### config.mk
export PLATFORM = sky130hd
export DESIGN_NAME = systolic_schedule_controller_core_flat
export DESIGN_NICKNAME = d
export VERILOG_FILES = /design/src/rtl/ssc_pkg.sv /design/src/rtl/ssc_tick_if.sv /design/src/rtl/ssc_result_if.sv /design/src/rtl/ssc_cfg.sv /design/src/rtl/ssc_sched.sv /design/src/rtl/systolic_schedule_controller_core.sv /design/src/flat_wrapper.sv
export SDC_FILE = /design/constraint.sdc
export NUM_CORES = 1
export LEC_CHECK = 0
export ABC_AREA = 1
export BUFFER_PORTS_ARGS = -buffer_cell sky130_fd_sc_hd__buf_2
export CAP_MARGIN = 15
export CORE_MARGIN = 2
export CORE_UTILIZATION = 60
export CTS_CLUSTER_DIAMETER = 80
export DETAILED_ROUTE_END_ITERATION = 10
export PLACE_DENSITY = 0.8
export SLEW_MARGIN = 20
export SYNTH_ARGS = -nofsm -noshare
export SYNTH_HDL_FRONTEND = slang
export SYNTH_HIERARCHICAL = 1
export SYNTH_SLANG_ARGS = --single-unit
### constraint.sdc
create_clock -name clk -period 4.1 [get_ports clk]
set_input_delay 0.205 -clock clk [delete_from_list [all_inputs] [get_ports clk]]
set_output_delay 0.205 -clock clk [all_outputs]
set_load 0.02 [all_outputs]
### src/rtl/ssc_pkg.sv
// Shared types and constants for the systolic schedule controller.
// No dependencies; every other file imports this package.
`default_nettype none

package ssc_pkg;

  localparam int unsigned LOOP_BITS    = 7;
  localparam int unsigned ARRAY_SIZE_W = 9;
  localparam int unsigned MODE_W       = 2;
  localparam int unsigned CFG_INDEX_W  = 3;
  localparam int unsigned CFG_DATA_W   = 9;

  // Register indexes on the configuration port
  typedef enum logic [CFG_INDEX_W-1:0] {
    CFG_ARRAY_SIZE   = 3'd0,
    CFG_FLOWS        = 3'd1,
    CFG_REPEATS      = 3'd2,
    CFG_TRANSPOSE    = 3'd3,
    CFG_REUSE        = 3'd4,
    CFG_FLOW_MODE    = 3'd5,
    CFG_SHIFT_ENABLE = 3'd6
  } cfg_index_t;

  // Mode codes that preset the operand input switch
  localparam logic [MODE_W-1:0] TRANSPOSE_SWITCH = 2'd2;
  localparam logic [MODE_W-1:0] TRANSPOSE_OFF    = 2'd0;
  localparam logic [MODE_W-1:0] REUSE_SWITCH     = 2'd2;
  localparam logic [MODE_W-1:0] MODE_OFF         = 2'd0;

  // Input switch codes
  localparam logic [1:0] SW_NONE = 2'b00;
  localparam logic [1:0] SW_BOTH = 2'b11;
  localparam logic [1:0] SW_LOW  = 2'b01;

  typedef struct packed {
    logic [ARRAY_SIZE_W-1:0] array_size;
    logic [LOOP_BITS-1:0]    flows_per_instruction;
    logic [LOOP_BITS-1:0]    instruction_repeats;
    logic [MODE_W-1:0]       transpose_mode;
    logic [MODE_W-1:0]       reuse_mode;
    logic [MODE_W-1:0]       flow_mode;
    logic                    shift_enable;
  } cfg_t;

  typedef struct packed {
    logic start_write;
    logic load_complete;
    logic preload_complete;
    logic update_complete;
    logic write_finished;
    logic last_flow_time_clear;
  } tick_t;

  typedef struct packed {
    logic [2:0]           core_phase;
    logic [1:0]           instruction_phase;
    logic [1:0]           operand_switch;
    logic                 execute_start;
    logic                 flow_end;
    logic                 last_flow_time;
    logic                 last_instruction;
    logic                 last_instruction_time;
    logic                 instruction_done;
    logic [LOOP_BITS-1:0] flow_count;
    logic [LOOP_BITS-1:0] instruction_count;
  } result_t;

endpackage

`default_nettype wire

### src/rtl/ssc_tick_if.sv
// Request channel carrying one controller tick.
// Depends on ssc_pkg for the tick payload type.
`default_nettype none

interface ssc_tick_if import ssc_pkg::*; ();
  logic  valid;
  logic  ready;
  tick_t data;

  modport source (output valid, output data, input ready);
  modport sink   (input valid, input data, output ready);
endinterface

`default_nettype wire

### src/rtl/ssc_result_if.sv
// Result channel carrying the controller state after one tick.
// Depends on ssc_pkg for the result payload type.
`default_nettype none

interface ssc_result_if import ssc_pkg::*; ();
  logic    valid;
  logic    ready;
  result_t data;

  modport source (output valid, output data, input ready);
  modport sink   (input valid, input data, output ready);
endinterface

`default_nettype wire

### src/rtl/ssc_cfg.sv
// Configuration register file of the schedule controller.
// Depends on ssc_pkg for the register indexes and cfg_t.
`default_nettype none

module ssc_cfg import ssc_pkg::*; (
  input  wire logic                   clk,
  input  wire logic                   rst,
  input  wire logic                   cfg_we,
  input  wire logic [CFG_INDEX_W-1:0] cfg_index,
  input  wire logic [CFG_DATA_W-1:0]  cfg_data,
  output cfg_t                        cfg
);

  always_ff @(posedge clk) begin
    if (rst) begin
      cfg.array_size            <= 9'd32;
      cfg.flows_per_instruction <= 7'd1;
      cfg.instruction_repeats   <= 7'd1;
      cfg.transpose_mode        <= 2'd0;
      cfg.reuse_mode            <= 2'd0;
      cfg.flow_mode             <= 2'd0;
      cfg.shift_enable          <= 1'b0;
    end else if (cfg_we) begin
      // unknown indexes drop silently
      case (cfg_index)
        CFG_ARRAY_SIZE:   cfg.array_size            <= cfg_data[ARRAY_SIZE_W-1:0];
        CFG_FLOWS:        cfg.flows_per_instruction <= cfg_data[LOOP_BITS-1:0];
        CFG_REPEATS:      cfg.instruction_repeats   <= cfg_data[LOOP_BITS-1:0];
        CFG_TRANSPOSE:    cfg.transpose_mode        <= cfg_data[MODE_W-1:0];
        CFG_REUSE:        cfg.reuse_mode            <= cfg_data[MODE_W-1:0];
        CFG_FLOW_MODE:    cfg.flow_mode             <= cfg_data[MODE_W-1:0];
        CFG_SHIFT_ENABLE: cfg.shift_enable          <= cfg_data[0];
        default: ;
      endcase
    end
  end

endmodule

`default_nettype wire

### src/rtl/ssc_sched.sv
// Phase machines, loop counters and flags of the schedule controller.
// Depends on ssc_pkg; advances one tick per accepted request.
`default_nettype none

module ssc_sched import ssc_pkg::*; #(
  parameter int unsigned ARRAY_COUNT_BITS = 8
) (
  input  wire logic  clk,
  input  wire logic  rst,
  input  wire logic  advance,
  input  wire tick_t tick,
  input  wire cfg_t  cfg,
  output result_t    res_next
);

  localparam int unsigned CMP_W =
    (ARRAY_COUNT_BITS > ARRAY_SIZE_W) ? ARRAY_COUNT_BITS : ARRAY_SIZE_W;

  typedef enum logic [2:0] {
    CP_IDLE, CP_REG_LOAD, CP_TRANS_LOAD, CP_CLIP,
    CP_FIRST_LOAD, CP_REUSE, CP_OUT, CP_UNLOAD
  } core_t;

  typedef enum logic [1:0] {IP_IDLE, IP_FIRST, IP_LOOP, IP_DONE} instr_t;

  core_t                       core, core_next;
  instr_t                      ip, ip_next;
  logic [1:0]                  switch_bits, switch_bits_next;
  logic                        start_flag, start_flag_next;
  logic                        start_delayed;
  logic                        load_delayed;
  logic [ARRAY_COUNT_BITS-1:0] transpose_count, transpose_count_next;
  logic                        update_seen, update_seen_next;
  logic [LOOP_BITS-1:0]        instr_count, instr_count_next;
  logic                        last_instr_time, last_instr_time_next;
  logic [LOOP_BITS-1:0]        flow_count, flow_count_next;
  logic                        last_flow, last_flow_next;
  logic                        flow_clear_delayed;
  logic                        last_instr, last_instr_next;
  logic                        exec_start;

  logic                        trans_flag, keep_mode, conv_mode;
  logic [LOOP_BITS-1:0]        flows_m1, reps_m1, flow_limit;
  logic                        trans_clear, flow_clear, instr_clear;
  logic                        cond_a, dout_cond, in_out, keep_done;
  logic                        trans_exec, next_exec, last_instr_set, flow_end;

  always_comb begin
    trans_flag = cfg.transpose_mode != TRANSPOSE_OFF;
    keep_mode  = cfg.flow_mode[1];
    conv_mode  = (cfg.reuse_mode != MODE_OFF) && (switch_bits[0] ^ switch_bits[1]);
    flows_m1   = cfg.flows_per_instruction - LOOP_BITS'(1);
    reps_m1    = cfg.instruction_repeats - LOOP_BITS'(1);
    flow_limit = (ip == IP_FIRST) ? cfg.flows_per_instruction : flows_m1;
    trans_clear = (cfg.array_size != '0) &&
                  (CMP_W'(transpose_count) == CMP_W'(cfg.array_size - ARRAY_SIZE_W'(1)));
    flow_clear  = (flow_count == flow_limit) && tick.load_complete;
    instr_clear = (instr_count == reps_m1) && flow_clear;

    cond_a = last_instr ? tick.update_complete
           : (!cfg.shift_enable && !keep_mode && (tick.update_complete || update_seen));
    dout_cond = cond_a || tick.update_complete || tick.write_finished;
    in_out    = core == CP_OUT;
    keep_done = keep_mode && in_out && (ip == IP_DONE) && dout_cond;

    ip_next = ip;
    unique case (ip)
      IP_IDLE:  if (start_delayed) ip_next = IP_FIRST;
      IP_FIRST: begin
        if (instr_clear) ip_next = IP_DONE;
        else if (dout_cond && in_out) ip_next = IP_LOOP;
      end
      IP_LOOP:  if (instr_clear) ip_next = IP_DONE;
      IP_DONE:  if (dout_cond && in_out) ip_next = IP_IDLE;
    endcase

    // transpose modes with bit 0 set (1 and 3) start the first instruction from the transpose load
    trans_exec = (cfg.transpose_mode[0] && instr_count == '0)
               ? (trans_clear && core == CP_TRANS_LOAD) : (dout_cond && in_out);
    next_exec  = (ip == IP_FIRST || ip == IP_LOOP) && trans_exec;
    last_instr_set = in_out && (instr_count == reps_m1) &&
      ((ip == IP_LOOP) ||
       (ip == IP_DONE && cfg.instruction_repeats == LOOP_BITS'(1)) ||
       (ip == IP_FIRST && cfg.instruction_repeats > LOOP_BITS'(1) && dout_cond));

    core_next = core;
    flow_end  = 1'b0;
    unique case (core)
      CP_IDLE: begin
        if (start_delayed) core_next = CP_REG_LOAD;
        else if (ip == IP_LOOP) core_next = CP_REUSE;
      end
      CP_REG_LOAD: begin
        if (tick.preload_complete) core_next = trans_flag ? CP_TRANS_LOAD : CP_REUSE;
      end
      CP_TRANS_LOAD: begin
        if (trans_clear || tick.load_complete) core_next = CP_REUSE;
      end
      CP_CLIP, CP_FIRST_LOAD: begin
        if (flow_clear) core_next = CP_OUT;
        else if (conv_mode && tick.load_complete) core_next = CP_REUSE;
      end
      CP_REUSE: begin
        if (flow_clear) begin
          core_next = CP_OUT;
        end else if (flow_count == flow_limit - LOOP_BITS'(1) &&
                     tick.load_complete && trans_flag) begin
          core_next = (cfg.instruction_repeats == LOOP_BITS'(1) || instr_count == reps_m1)
                    ? CP_FIRST_LOAD : CP_CLIP;
        end
      end
      CP_OUT: begin
        priority if (ip == IP_DONE && dout_cond) begin
          if (keep_mode) begin
            core_next = CP_IDLE;
            flow_end  = 1'b1;
          end else begin
            core_next = CP_UNLOAD;
          end
        end else if (ip == IP_FIRST && !instr_clear && dout_cond) begin
          core_next = CP_REUSE;
        end else if (ip == IP_LOOP && dout_cond) begin
          core_next = CP_REUSE;
        end
      end
      CP_UNLOAD: begin
        if (tick.write_finished) begin
          core_next = CP_IDLE;
          flow_end  = 1'b1;
        end
      end
    endcase

    switch_bits_next = switch_bits;
    unique case (core)
      CP_IDLE: begin
        switch_bits_next = (cfg.transpose_mode == TRANSPOSE_SWITCH ||
                            (cfg.transpose_mode == TRANSPOSE_OFF &&
                             cfg.reuse_mode == REUSE_SWITCH)) ? SW_BOTH : SW_NONE;
      end
      CP_FIRST_LOAD, CP_REG_LOAD: begin
        // toggle the low switch bit one tick after a load completes
        if (load_delayed && !conv_mode)
          switch_bits_next = {switch_bits[1], ~switch_bits[0]};
      end
      CP_REUSE:  switch_bits_next = SW_LOW;
      CP_OUT:    if (flow_end) switch_bits_next = SW_NONE;
      CP_UNLOAD: switch_bits_next = SW_NONE;
      CP_TRANS_LOAD, CP_CLIP: ;
    endcase

    // clear wins over set on every flag
    start_flag_next = (start_flag || flow_end) ? 1'b0
                    : (tick.start_write ? 1'b1 : start_flag);
    transpose_count_next = trans_clear ? '0
      : ((core == CP_TRANS_LOAD) ? transpose_count + ARRAY_COUNT_BITS'(1) : transpose_count);
    update_seen_next = flow_end ? 1'b0 : (tick.update_complete || update_seen);
    instr_count_next = instr_clear ? '0
      : (flow_clear ? instr_count + LOOP_BITS'(1) : instr_count);
    last_instr_time_next = tick.last_flow_time_clear ? 1'b0
                         : (instr_clear || last_instr_time);
    flow_count_next = flow_clear ? '0
      : ((tick.load_complete && !last_instr_time) ? flow_count + LOOP_BITS'(1) : flow_count);
    last_flow_next = (exec_start || flow_end) ? 1'b0 : (flow_clear_delayed || last_flow);
    last_instr_next = (tick.write_finished || keep_done) ? 1'b0
                    : (last_instr_set || last_instr);

    res_next.core_phase            = core_next;
    res_next.instruction_phase     = ip_next;
    res_next.operand_switch        = switch_bits_next;
    res_next.execute_start         = next_exec;
    res_next.flow_end              = flow_end;
    res_next.last_flow_time        = last_flow_next;
    res_next.last_instruction      = last_instr_next;
    res_next.last_instruction_time = last_instr_time_next;
    res_next.instruction_done      = instr_clear;
    res_next.flow_count            = flow_count_next;
    res_next.instruction_count     = instr_count_next;
  end

  // the instruction-clear and flow-end pulses live in the result register
  always_ff @(posedge clk) begin
    if (rst) begin
      core               <= CP_IDLE;
      ip                 <= IP_IDLE;
      switch_bits        <= SW_NONE;
      start_flag         <= 1'b0;
      start_delayed      <= 1'b0;
      load_delayed       <= 1'b0;
      transpose_count    <= '0;
      update_seen        <= 1'b0;
      instr_count        <= '0;
      last_instr_time    <= 1'b0;
      flow_count         <= '0;
      last_flow          <= 1'b0;
      flow_clear_delayed <= 1'b0;
      last_instr         <= 1'b0;
      exec_start         <= 1'b0;
    end else if (advance) begin
      core               <= core_next;
      ip                 <= ip_next;
      switch_bits        <= switch_bits_next;
      start_flag         <= start_flag_next;
      start_delayed      <= start_flag;
      load_delayed       <= tick.load_complete;
      transpose_count    <= transpose_count_next;
      update_seen        <= update_seen_next;
      instr_count        <= instr_count_next;
      last_instr_time    <= last_instr_time_next;
      flow_count         <= flow_count_next;
      last_flow          <= last_flow_next;
      flow_clear_delayed <= flow_clear;
      last_instr         <= last_instr_next;
      exec_start         <= next_exec;
    end
  end

endmodule

`default_nettype wire

### src/rtl/systolic_schedule_controller_core.sv
// Top level of the systolic schedule controller: config registers, scheduler
// and the result register. Depends on ssc_pkg, ssc_tick_if, ssc_result_if, ssc_cfg and ssc_sched.
//
// Every request is one controller tick. The phase machines and counters update
// at the accepting edge, and the state after the tick lands in the result
// register at the same edge, so a result is offered in the cycle after its
// request. A request can be accepted every cycle; ready drops only while the
// result register holds a result that the sink has not taken. Configuration
// writes take effect at the next edge; the user must keep them to idle
// periods, as the block does not enforce it.
`default_nettype none

module systolic_schedule_controller_core import ssc_pkg::*; #(
  parameter int unsigned ARRAY_COUNT_BITS = 8
) (
  input  wire logic                   clk,
  input  wire logic                   rst,
  ssc_tick_if.sink                    cmd,
  ssc_result_if.source                res,
  input  wire logic                   cfg_we,
  input  wire logic [CFG_INDEX_W-1:0] cfg_index,
  input  wire logic [CFG_DATA_W-1:0]  cfg_data
);

  cfg_t    cfg;
  result_t res_next;
  result_t res_data;
  logic    res_valid;
  logic    advance;

  assign cmd.ready = !res_valid || res.ready;
  assign advance   = cmd.valid && cmd.ready;

  ssc_cfg u_cfg (
    .clk       (clk),
    .rst       (rst),
    .cfg_we    (cfg_we),
    .cfg_index (cfg_index),
    .cfg_data  (cfg_data),
    .cfg       (cfg)
  );

  ssc_sched #(
    .ARRAY_COUNT_BITS (ARRAY_COUNT_BITS)
  ) u_sched (
    .clk      (clk),
    .rst      (rst),
    .advance  (advance),
    .tick     (cmd.data),
    .cfg      (cfg),
    .res_next (res_next)
  );

  always_ff @(posedge clk) begin
    if (rst) begin
      res_valid <= 1'b0;
    end else if (advance) begin
      res_valid <= 1'b1;
    end else if (res.ready) begin
      res_valid <= 1'b0;
    end
  end

  // payload holds until the next accepted request
  always_ff @(posedge clk) begin
    if (advance) begin
      res_data <= res_next;
    end
  end

  assign res.valid = res_valid;
  assign res.data  = res_data;

endmodule

`default_nettype wire

### src/flat_wrapper.sv
// flat-port wrapper written by rule: the top's interface ports become plain ports
module systolic_schedule_controller_core_flat import ssc_pkg::*;
#(
  parameter int unsigned ARRAY_COUNT_BITS = 8
)
  (clk, rst, cfg_we, cfg_index, cfg_data, cmd_valid, cmd_data, cmd_ready, res_valid, res_data, res_ready);
  ssc_tick_if cmd_i ();
  ssc_result_if res_i ();
  input  wire logic clk;
  input  wire logic rst;
  input  wire logic cfg_we;
  input  wire logic [CFG_INDEX_W-1:0] cfg_index;
  input  wire logic [CFG_DATA_W-1:0] cfg_data;
  input wire logic [$bits(cmd_i.valid)-1:0] cmd_valid;
  input wire logic [$bits(cmd_i.data)-1:0] cmd_data;
  output wire logic [$bits(cmd_i.ready)-1:0] cmd_ready;
  output wire logic [$bits(res_i.valid)-1:0] res_valid;
  output wire logic [$bits(res_i.data)-1:0] res_data;
  input wire logic [$bits(res_i.ready)-1:0] res_ready;
  assign cmd_i.valid = cmd_valid;
  assign cmd_i.data = cmd_data;
  assign cmd_ready = cmd_i.ready;
  assign res_valid = res_i.valid;
  assign res_data = res_i.data;
  assign res_i.ready = res_ready;
  systolic_schedule_controller_core #(.ARRAY_COUNT_BITS(ARRAY_COUNT_BITS)) u_core (.clk(clk), .rst(rst), .cmd(cmd_i), .res(res_i), .cfg_we(cfg_we), .cfg_index(cfg_index), .cfg_data(cfg_data));
endmodule
==> results.toml <==
[run_status]
status = "complete, no violations"

[clock_tree]
numCtsBuffers = 9
cts.sinks = 95
cts_setup_buffers = 0
cts_buffer_depth = 2
clkLatencyLatePin_ns = 0.37
clockRootBuffer = "clkbuf_8"
cts_resized = 0
cts_tree = "built"
clk_pin_slew_ns = 0.09
h-tree-depth = 3
hold_buffers = 0

[floorplan]
die_x_um = 101.6
rows = 35
io_pins = 52
die_area_um2 = 10310
start_util = 0.6180
die_h_um = 101.6
core_um2 = 9240

[synth]
synth_area_um2 = 5710
synthCells = 828
yosys_warnings = 6
syn_area_per_cell_um2 = 6.897
synth_fp_nets = 864

[drt]
wire_per_inst_um = 13.32
drt-pass1-iter-count = 5
vias = 5356
viasPerCell = 5.367
antenna_left = 0
dr.first_iter.drc_count = 359
drc = 0
totalWireLength_um = 13290

[global_routing]
grt_start_max_net_pins = 58
track_usage = 0.2724
grt_antenna_before_repair = 0
grt-ovfl-total = 0
grt_pass1_vias = 5007
grt_pass1_wl_um = 22540

[critical_path]
critPathMaxStageDelay_ns = 0.41
cpMaxStageDelayCell = "dfxtp_1"
cp-end-kind = "register"
start_kind = "register"
worstPathArrival_ns = 3.07
crit_fanout = 12
path_buf_inv = 4
r2r_cells = 13
r2r-end = "u_core/res.data[4]$_DFFE_PP_"
r2r_slack_ns = 1.15
criticalPathCategory = "register to register"
path_depth = 13
path_cells = "inv_1 -> ha_1 -> inv_2 -> nand3_1 -> nand2_1 -> nand2_2 -> xor2_1 -> nor2_1 -> nand2_2 -> inv_2 -> nand3_1 -> o211ai_1 -> inv_1"
reg2reg_from = "u_core/u_sched/ip[1]$_SDFFE_PP0P_"
crit_end = "u_core/res.data[4]$_DFFE_PP_"
crit_family = "simple AND/OR/NAND/NOR gates"
crit_path_start = "u_core/u_sched/ip[1]$_SDFFE_PP0P_"
crit_required_ns = 4.22

[finish]
fillCellCount = 816
final_cell_area_um2 = 6167
area_growth_pct = 7.997
diodes = 0
register_area_um2 = 2172
nNetsFinal = 900
drive_gt1_frac = 0.1139
multi_input_area_um2 = 2973

[power_and_ir_drop]
power_mw = 2.107
cellPowerDensity_nw_per_um2 = 341.7
leakagePower_nw = 2.927
ir_drop_mv = 0.1628

[place]
placed_cell_area_um2 = 5993
place.detailed.hpwl_um = 10000
gp_congestion = 0.9126
portBuffers = 51

[flow_run]
maxCapViolCount = 0

[sta]
fin_skew_ns = 0.01192
setup_viol = 0
slew_violations = 0
totalNegativeSetupSlack_ns = 0
max_slew_margin = 0.4568
finalHoldViolations = 0
fmax_mhz = 339.0
period_needed_ns = 2.950
rsz0062_at_grt = "false"
worstMarginPinSlew_ns = 0.8139
finalCritPeriodShare = 0.7196

[worst_hold_path]
min-delay-start = "cfg_data[5]"
min_path_type = "primary input to register"
-- cell usage in the layout, fill, tap and decap left out, types with 2 or more instances in the layout --
cell	instances
nand3b_1	2
xor2_1	20
or2_1	2
o211ai_1	3
o21ai_0	33
nand2b_1	3
o31ai_1	3
nand2_2	8
a31oi_1	4
nor2_4	2
clkbuf_8	9
a21oi_2	4
buf_2	51
ha_1	13
inv_2	5
nand4_1	8
inv_1	107
clkbuf_1	2
a21oi_1	31
a211oi_1	6
edfxtp_1	27
o21ai_1	2
nand2_1	176
nor3_1	10
nor2_2	7
nor4_1	3
dfxtp_1	68
a41oi_1	2
nor2_1	148
clkinvlp_4	3
nand3_1	77
xnor2_1	15
-- flip-flops by register name, indices dropped and copies added, names as in the netlist, 2 cells and up --
| name | flops |
|---|---|
| u_core/u_sched/ip | 2 |
| u_core/u_sched/instr_count | 7 |
| u_core/u_sched/flow_count | 7 |
| u_core/u_cfg/cfg | 29 |
| u_core/u_sched/switch_bits | 2 |
| u_core/u_sched/core | 3 |
| u_core/u_sched/transpose_count | 8 |
| u_core/res.data | 27 |
-- worst register-to-register path: cells and delay by family (launching register included) --
kind / cells / cell delay [ns]
fa+ha+maj: 1 / 0.28
buf+inv: 4 / 0.64
xor+xnor: 1 / 0.16
simple gates: 6 / 0.98
compound gates: 1 / 0.25
flops: 1 / 0.41
-- how the worst min path moves through the flow --
stage                                                   end  slack (ns)  cells after the start
after floorplan               u_core/res.valid$_SDFFE_PP0P_        0.27                      1
after global placement    u_core/u_cfg/cfg[26]$_SDFFE_PP1P_        0.43                      3
after detailed placement  u_core/u_cfg/cfg[26]$_SDFFE_PP1P_        0.44                      3
after CTS                 u_core/u_cfg/cfg[26]$_SDFFE_PP1P_        0.07                      3
after global routing      u_core/u_cfg/cfg[26]$_SDFFE_PP1P_         0.1                      3
final                     u_core/u_cfg/cfg[26]$_SDFFE_PP1P_        0.07                      3
-- power breakdown --
group	switching (mW)	internal, mW
registers	0.0480	1.03
clock network	0.341	0.228
logic	0.311	0.152
total	0.700	1.41
-- metrics by stage --
step | std cells | setup slack [ns] | util | hold WS [ns]
final | 998 | 1.150 | 0.6674 | 0.07098
after global routing | 998 | 0.8085 | 0.6674 | 0.09597
after CTS | 998 | 1.193 | 0.6674 | 0.06723
after detailed placement | 982 | 1.201 | 0.6486 | 0.4382
after global placement | 982 | 1.286 | 0.6486 | 0.4318
after floorplan | 828 | 1.133 | - | 0.2674
-- metal layers --
metal / GRT usage / share of wire
met5: 0 / 0
met4: 0.1008 / 0.020
met3: 0.03313 / 0.068
met2: 0.4534 / 0.47
met1: 0.3635 / 0.45
-- area by class of cell --
| type | count | share of cell area |
|---|---|---|
| Timing Repair Buffer | 52 | 0.04261 |
| Clock buffer | 11 | 0.02130 |
| Inverter | 113 | 0.06878 |
| Multi-Input combinational cell | 593 | 0.4820 |
| Sequential cell | 95 | 0.3522 |
| Tap cell | 129 | 0.02617 |
| Clock inverter | 5 | 0.006898 |
Note: power is estimated with default switching activity, not from simulation.
